`src/hw/rtl/plane_sphere_intersection_macros.svh`:
```
// ----------------------------------------------------------------------------
// Assertion macros for the plane/sphere intersection block
// Define ASSERT_OFF to compile the checks out.
// ----------------------------------------------------------------------------
`ifndef PLANE_SPHERE_INTERSECTION_MACROS_SVH
`define PLANE_SPHERE_INTERSECTION_MACROS_SVH
`ifndef ASSERT_OFF
// property must hold at every clock edge outside reset
`define PSI_ASSERT(lbl, prop) \
  lbl: assert property (@(posedge clk) disable iff (!rst_n) prop) \
    else $error("psi: assertion failed");
// condition must never be seen outside reset
`define PSI_NEVER(lbl, cond) \
  lbl: assert property (@(posedge clk) disable iff (!rst_n) !(cond)) \
    else $error("psi: forbidden condition seen");
`else
`define PSI_ASSERT(lbl, prop)
`define PSI_NEVER(lbl, cond)
`endif
`endif

```
`src/hw/rtl/psi_pkg.sv`:
```
// ----------------------------------------------------------------------------
// psi_pkg
// Shared widths, register indexes and word types of the plane/sphere block.
// ----------------------------------------------------------------------------
package psi_pkg;

  // fixed point formats
  localparam int NORMAL_FRAC_BITS = 14;
  localparam int NRM_W  = 16;             // normal component, Q2.14
  localparam int CRD_W  = 32;             // coordinate, Q16.16
  localparam int RAD_W  = 31;             // radius, unsigned Q15.16
  localparam int D_W    = 32;             // plane offset
  localparam int DEN_W  = 2 * NRM_W;      // a^2+b^2+c^2 fits here
  localparam int PROD_W = NRM_W + CRD_W;  // n_i * center_i

  // num = a*x + b*y + c*z + d*2^NFB, signed
  localparam int NUM_W = (((PROD_W + 2) > (D_W + NORMAL_FRAC_BITS)) ?
                          (PROD_W + 2) : (D_W + NORMAL_FRAC_BITS)) + 1;
  // |num| on a hit stays below 2^(RAD_W+NFB)
  localparam int MAG_W = RAD_W + NORMAL_FRAC_BITS;
  localparam int PP_W  = NRM_W + MAG_W;   // |n_i| * |num|
  // quotient bits kept; anything at or above 2^QB saturates the midpoint
  localparam int QB    = CRD_W + 1;
  localparam int SQ_W  = 2 * RAD_W;       // r^2 - nc^2
  localparam int SQ_STEPS = RAD_W;        // root bits
  localparam int SRM_W = RAD_W + 2;       // square root remainder
  localparam int DIF_W = CRD_W + 4;       // midpoint before saturation

  // decoupling queue
  localparam int QDEPTH = 4;
  localparam int QPTR_W = $clog2(QDEPTH);

  // configuration registers
  localparam int CFG_IDX_W = 3;
  localparam logic [CFG_IDX_W-1:0] REG_NORMAL_X     = CFG_IDX_W'(0);
  localparam logic [CFG_IDX_W-1:0] REG_NORMAL_Y     = CFG_IDX_W'(1);
  localparam logic [CFG_IDX_W-1:0] REG_NORMAL_Z     = CFG_IDX_W'(2);
  localparam logic [CFG_IDX_W-1:0] REG_PLANE_OFFSET = CFG_IDX_W'(3);
  localparam logic [NRM_W-1:0] NORMAL_ONE = NRM_W'(1) << NORMAL_FRAC_BITS;

  // input word
  typedef struct packed {
    logic signed [CRD_W-1:0] center_x;
    logic signed [CRD_W-1:0] center_y;
    logic signed [CRD_W-1:0] center_z;
    logic        [RAD_W-1:0] sphere_radius;
  } psi_in_t;

  // result word
  typedef struct packed {
    logic                    hit;
    logic                    degenerate;
    logic signed [CRD_W-1:0] mid_x;
    logic signed [CRD_W-1:0] mid_y;
    logic signed [CRD_W-1:0] mid_z;
    logic        [RAD_W-1:0] circle_radius;
  } psi_out_t;

  // front stage 1: products and squares
  typedef struct packed {
    logic [2:0][CRD_W-1:0]  ctr;
    logic [RAD_W-1:0]       radius;
    logic [2:0][NRM_W-1:0]  nrm;
    logic [2:0][PROD_W-1:0] prod;
    logic [2:0][DEN_W-1:0]  sq;
    logic [D_W-1:0]         d;
    logic                   degen;
  } psi_f1_t;

  // classified job handed from front to back
  typedef struct packed {
    logic                  hit;
    logic                  degen;
    logic                  neg_num;
    logic [MAG_W-1:0]      mnum;
    logic [2:0][CRD_W-1:0] ctr;
    logic [2:0][NRM_W-1:0] nrm;
    logic [DEN_W-1:0]      den;
    logic [RAD_W-1:0]      radius;
  } psi_job_t;

  // back stage 0: wide products
  typedef struct packed {
    logic                  hit;
    logic                  degen;
    logic [2:0]            neg;
    logic [2:0][CRD_W-1:0] ctr;
    logic [2:0][PP_W-1:0]  prod;
    logic [DEN_W-1:0]      den;
    logic [SQ_W-1:0]       rr;
    logic [SQ_W-1:0]       nn;
  } psi_b0_t;

  // one step of the divider / square root pipeline
  typedef struct packed {
    logic                  hit;
    logic                  degen;
    logic [2:0]            neg;
    logic [2:0]            ovf;
    logic [2:0][CRD_W-1:0] ctr;
    logic [DEN_W-1:0]      den;
    logic [2:0][DEN_W-1:0] rem;
    logic [2:0][QB-1:0]    lo;
    logic [SQ_W-1:0]       sv;
    logic [SRM_W-1:0]      srem;
    logic [RAD_W-1:0]      root;
  } psi_iter_t;

endpackage

```
`src/hw/rtl/psi_queue.sv`:
```
// ----------------------------------------------------------------------------
// psi_queue
// Short FIFO of classified jobs between front and back.
// ----------------------------------------------------------------------------
`include "plane_sphere_intersection_macros.svh"

module psi_queue (
  input  logic              clk,
  input  logic              rst_n,
  input  logic              push,
  input  psi_pkg::psi_job_t wdata,
  output logic              full,
  input  logic              pop,
  output psi_pkg::psi_job_t rdata,
  output logic              empty
);

  psi_pkg::psi_job_t              mem_r [psi_pkg::QDEPTH];
  logic [psi_pkg::QPTR_W-1:0]     wr_ptr_r, rd_ptr_r;
  logic [psi_pkg::QPTR_W:0]       cnt_r;

  assign full  = (cnt_r == (psi_pkg::QPTR_W+1)'(psi_pkg::QDEPTH));
  assign empty = (cnt_r == '0);
  assign rdata = mem_r[rd_ptr_r];

  // pointers and fill count
  always_ff @(posedge clk) begin
    if (!rst_n) begin
      wr_ptr_r <= '0;
      rd_ptr_r <= '0;
      cnt_r    <= '0;
    end else begin
      if (push) wr_ptr_r <= wr_ptr_r + 1'b1;
      if (pop)  rd_ptr_r <= rd_ptr_r + 1'b1;
      case ({push, pop})
        2'b10:   cnt_r <= cnt_r + 1'b1;
        2'b01:   cnt_r <= cnt_r - 1'b1;
        default: cnt_r <= cnt_r;
      endcase
    end
  end

  // storage
  always_ff @(posedge clk) begin
    if (push) mem_r[wr_ptr_r] <= wdata;
  end

  `PSI_NEVER(a_q_overflow, push && full && !pop)
  `PSI_NEVER(a_q_underflow, pop && empty)

endmodule

```
`config.mk`:
```
export PLATFORM = sky130hd
export DESIGN_NAME = psi_queue
export DESIGN_NICKNAME = d
export VERILOG_FILES = /design/src/hw/rtl/psi_pkg.sv /design/src/hw/rtl/psi_queue.sv
export VERILOG_INCLUDE_DIRS = /design/src /design/src/hw/rtl
export SDC_FILE = /design/constraint.sdc
export NUM_CORES = 1
export LEC_CHECK = 0
export BUFFER_PORTS_ARGS = -buffer_cell sky130_fd_sc_hd__buf_2
export CORE_AREA = 2 2 292 294
export DETAILED_ROUTE_END_ITERATION = 6
export DIE_AREA = 0 0 294 296
export SLEW_MARGIN = 15
export SYNTH_ARGS = -nofsm -noshare
export SYNTH_HDL_FRONTEND = slang
export SYNTH_SLANG_ARGS = --single-unit
```
`constraint.sdc`:
```
create_clock -name clk -period 9.7 [get_ports clk]
set_clock_uncertainty 0.1 [all_clocks]
set_input_delay 1.94 -clock clk [delete_from_list [all_inputs] [get_ports clk]]
set_output_delay 1.94 -clock clk [all_outputs]
set_load 0.05 [all_outputs]
```
# --- Word level (Yosys, flattened, before mapping) ---
# Memories as Yosys holds them, arrays and structs flattened. A register that Yosys moved wholly into a read port is not among the register bits.
# Index checks and enable logic that the tools add are counted.
word_totals:
  reg_bits: 7
  ram_bits: 1020
  elab_cells: 18
  n_memories: 1
classes:
  addsub: 4
  n_eq_ne: 3
  n_mux: 5
  reduce_logical: 2
memory_table:
  columns: ["name", "words", "word_bits", "rd", "rd_clocked_by_memory_dff", "wr", "line", "source"]
  rows:
  - ["mem_r", 4, 255, 1, 1, 1, "psi_queue.sv:18", "psi_pkg::psi_job_t mem_r [psi_pkg::QDEPTH];"]
op_table:
  columns: ["op", "count"]
  rows:
  - ["one-hot mux 3 bit (2 select lines)", 1]
  - ["adder 2 x 1 -> 2 bit (second input constant)", 2]
  - ["2-to-1 mux 2 bit", 2]
  - ["adder 3 x 1 -> 3 bit (second input constant)", 1]
  - ["== test 3 bit (second input constant)", 1]
  - ["logical NOT 3 bit", 1]
  - ["subtractor 3 x 1 -> 3 bit (second input constant)", 1]
  - ["== test 2 x 1 -> 1 bit (second input constant)", 1]
  - ["== test 2 bit (second input constant)", 1]
  - ["2-to-1 mux 1 bit", 2]
  - ["nonzero test 2 bit", 1]

# --- Logic depth before layout (Yosys ltp) ---
depth:
  depth_word: 3
  ltp_mapped: 7
  mapped_depth_nobuf: 7

# --- Worst setup path after synthesis ---
# Ideal clock, no wire load.
synth_path:
  kind: "input to register"
  startpoint: "input port push"
  endpoint: "memory mem_r[0][0] (netlist name), enable pin"
  t_arrival_ns: 7.703
  slack_ns: 1.249
  stages: 1
  n_path_buf: 0
  path_cell_list: "and2_1"
synth_between:
  elab_chain_len: 2
synth_lines:
  columns: ["element", "line", "source"]
  rows:
  - ["start, declared", "psi_queue.sv:10", "input logic push,"]
  - ["2-to-1 mux 1 bit", "psi_queue.sv:45", "if (push) mem_r[wr_ptr_r] <= wdata;"]
  - ["2-to-1 mux 1 bit (implied by the code)", "psi_queue.sv:45", null]
  - ["end, declared", "psi_queue.sv:18", null]
# Every way passes these cells.

==> impl_results.md <==
- Layout cells sized above 1: 0.455
- First-pass GRT wire length: 108000 um
- Synth area leader: edfxtp_1
- Clk sinks: 1029
- Clock Latency Late Sink: 0.66 ns
- Final Power: 10.4 mW
- Rows: 107
- Setup crit end kind: primary output
- Clock Path Buffers: 3
- Drt pass-1 iters: 4
- Commonest non-fill, non-tap cell in the layout: edfxtp_1
- Fin worst setup slack: 4.34 ns
- Critical-path top delay cell: dfxtp_4
- Synth top area cells: edfxtp_1, mux4_2, buf_12
- Synth Warn #: 0
- # fillers: 6501
- Max Fanout on Critical Path: 141
- Startpoint types: register
- Full die area: 87000 um^2
- HP Class: reg -> reg
- Via density: 5.24
- Dpl hpwl: 43200 um
- #FFs+latches synth: 1029
- CTS buffer count: 105
- Final worst path period need: 5.36 ns
- Slew headroom: 0.236
- Synth cell types: 21
- 1st-iter DRT viols: 905
- CTS Hold Bufs: 0
- Period utilization: 0.553
- WP data arrival: 3.32 ns
- Number of global-route vias before repair: 17100
- Initial cell density of the core: 0.445
- Crit Path Category: reg -> out
- Crit path max-delay family: flip-flops
- Top-area cell type share of the netlist area: 0.817
- Clk root buf: clkbuf_16
- Fin Setup TNS: 0 ns
- Worst VDD drop: 0.000182 V
- Design Area, Final: 44400 um^2
- Final setup viols: 0
- Syn-to-layout area delta: 18.4%
- Post_cts resized: 0
- Post-synthesis cell area: 37500 um^2
- Top achievable clock speed: 186 MHz
- Grt ovf: 0
- CORE AREA: 84200 um^2
- All-layer global routing usage: 0.167
- Final ANT Viol Nets: 0
- Post-Layout Cell Count: 3145
- # Max-Cap Violations: 0
- Lkg Pwr: 14.7 nW
- Placed Instances: 2941
- Status: completed
- I/O Pins: 516
- Slowest Stage Delay on Critical Path: 0.99 ns
- Worst-margin pin slew: 1.15 ns
- Die W: 294 um
- DRC: 0
- Cell Area, Placed: 41000 um^2
- Place WS: 4.85 ns
- GPL Wtd Cong: 0.720
- Final Util: 0.527
- Avg Cell Area, Syn: 27.2 um^2
- Mapped Cells: 1378
- Syn nets: 1643
- RSZ-0062 raised after global routing: no
- DIE HEIGHT: 296 um
- Post-CTS Setup Repair Bufs: 0
- I/O Buffers: 515
- Most frequent cells in the layout: edfxtp_1, buf_2, mux4_2
- CTS tree: built
- Largest net degree at the start of global routing: 154
- Worst path bufs/invs: 2
- Initial antenna violation count: 21
- Req. time, crit path: 7.66 ns
- Per-cell routed wire length: 23.6 um
- Fin. Hold Viols: 0
- Hold Slack: 0.407 ns
- Via count: 16500
- H-tree depth: 3
- Clock-pin slew on the worst setup and hold paths: 0.06 ns
- Cells along the critical path: buf_12 > mux4_2 > buf_2
- # nets final: 2224
- Sequential share of the synthesized area: 0.822
- WL final: 74200 um
- P per Cell Area: 235 nW/um^2
- Final Slew Violations: 0
[worst reg2reg max path: stages, from the launching register on]
cell	delay (ns)
dfxtp_1	0.34
inv_1	0.09
ha_1	0.15
and2_4	0.56
buf_4	0.72
buf_4	0.82
[registers in the layout, summed over array words and instances (netlist names), named ones only]
register  flops
cnt_r         3
wr_ptr_r      2
rd_ptr_r      2
mem_r      1020
[path summary, 6_finish.rpt]
check | startpoint | to | slack, ns | cells past startpoint
setup reg to reg | wr_ptr_r[0] | mem_r[2][31] | 6.46 | 5
setup / recovery | register | rdata[51] | 4.34 | 3
hold / removal | cnt_r[2] | cnt_r[2] | 0.41 | 2
hold reg to reg | cnt_r[2] | cnt_r[2] | 0.41 | 2
[layer usage]
layer  up-vias  GRT usage  wire length, um  part of all wire
met5         -          0              165            0.0022
li1       7189          -                -                 -
met2       453      0.277            38200              0.51
met4        26     0.0557             1530             0.021
met3       127     0.0545             5670             0.076
met1      8681      0.209            28700              0.39
[power by group]
group | internal [mW] | switching, mW
sequential | 5.11 | 0.0571
combinational | 0.407 | 1.01
clock | 2.22 | 1.63
total | 7.74 | 2.70
[synthesized netlist by cell type]
cell      instances
a21boi_0          1
and2_1           10
and3_1            1
buf_12           22
buf_2            25
buf_6             7
clkbuf_1          3
dfxtp_1           9
edfxtp_1       1020
fa_1              1
ha_1              5
inv_1             6
mux2i_1           1
mux4_2          255
nand2_1           2
nor2b_1           1
nor3_1            1
o21ai_0           2
or3_1             1
xnor2_1           2
xor2_1            3
[cells by family after synthesis]
| logic type | Yosys count | synth area share |
|---|---|---|
| adders and majority gates | 6 | 0.00220 |
| and+or+nand+nor | 16 | 0.00250 |
| muxes | 256 | 0.154 |
| buffers and inverters | 63 | 0.0181 |
| AOI/OAI and AO/OA | 3 | 0.000467 |
| xor gates and xnor gates | 5 | 0.00117 |
| DFF | 1029 | 0.822 |
[cell type report]
| type | count | area (um^2) | share of cell area |
|---|---|---|---|
| antenna | 10 | 25.0 | 0.000564 |
| clock buffer | 133 | 2780 | 0.0625 |
| clock inverter | 60 | 559 | 0.0126 |
| inverter | 6 | 22.5 | 0.000507 |
| multi-input combinational | 286 | 6000 | 0.135 |
| sequential | 1029 | 30800 | 0.694 |
| tap | 1090 | 1360 | 0.0307 |
| timing repair buffer | 531 | 2820 | 0.0635 |
(Power assumes the default switching activity.)
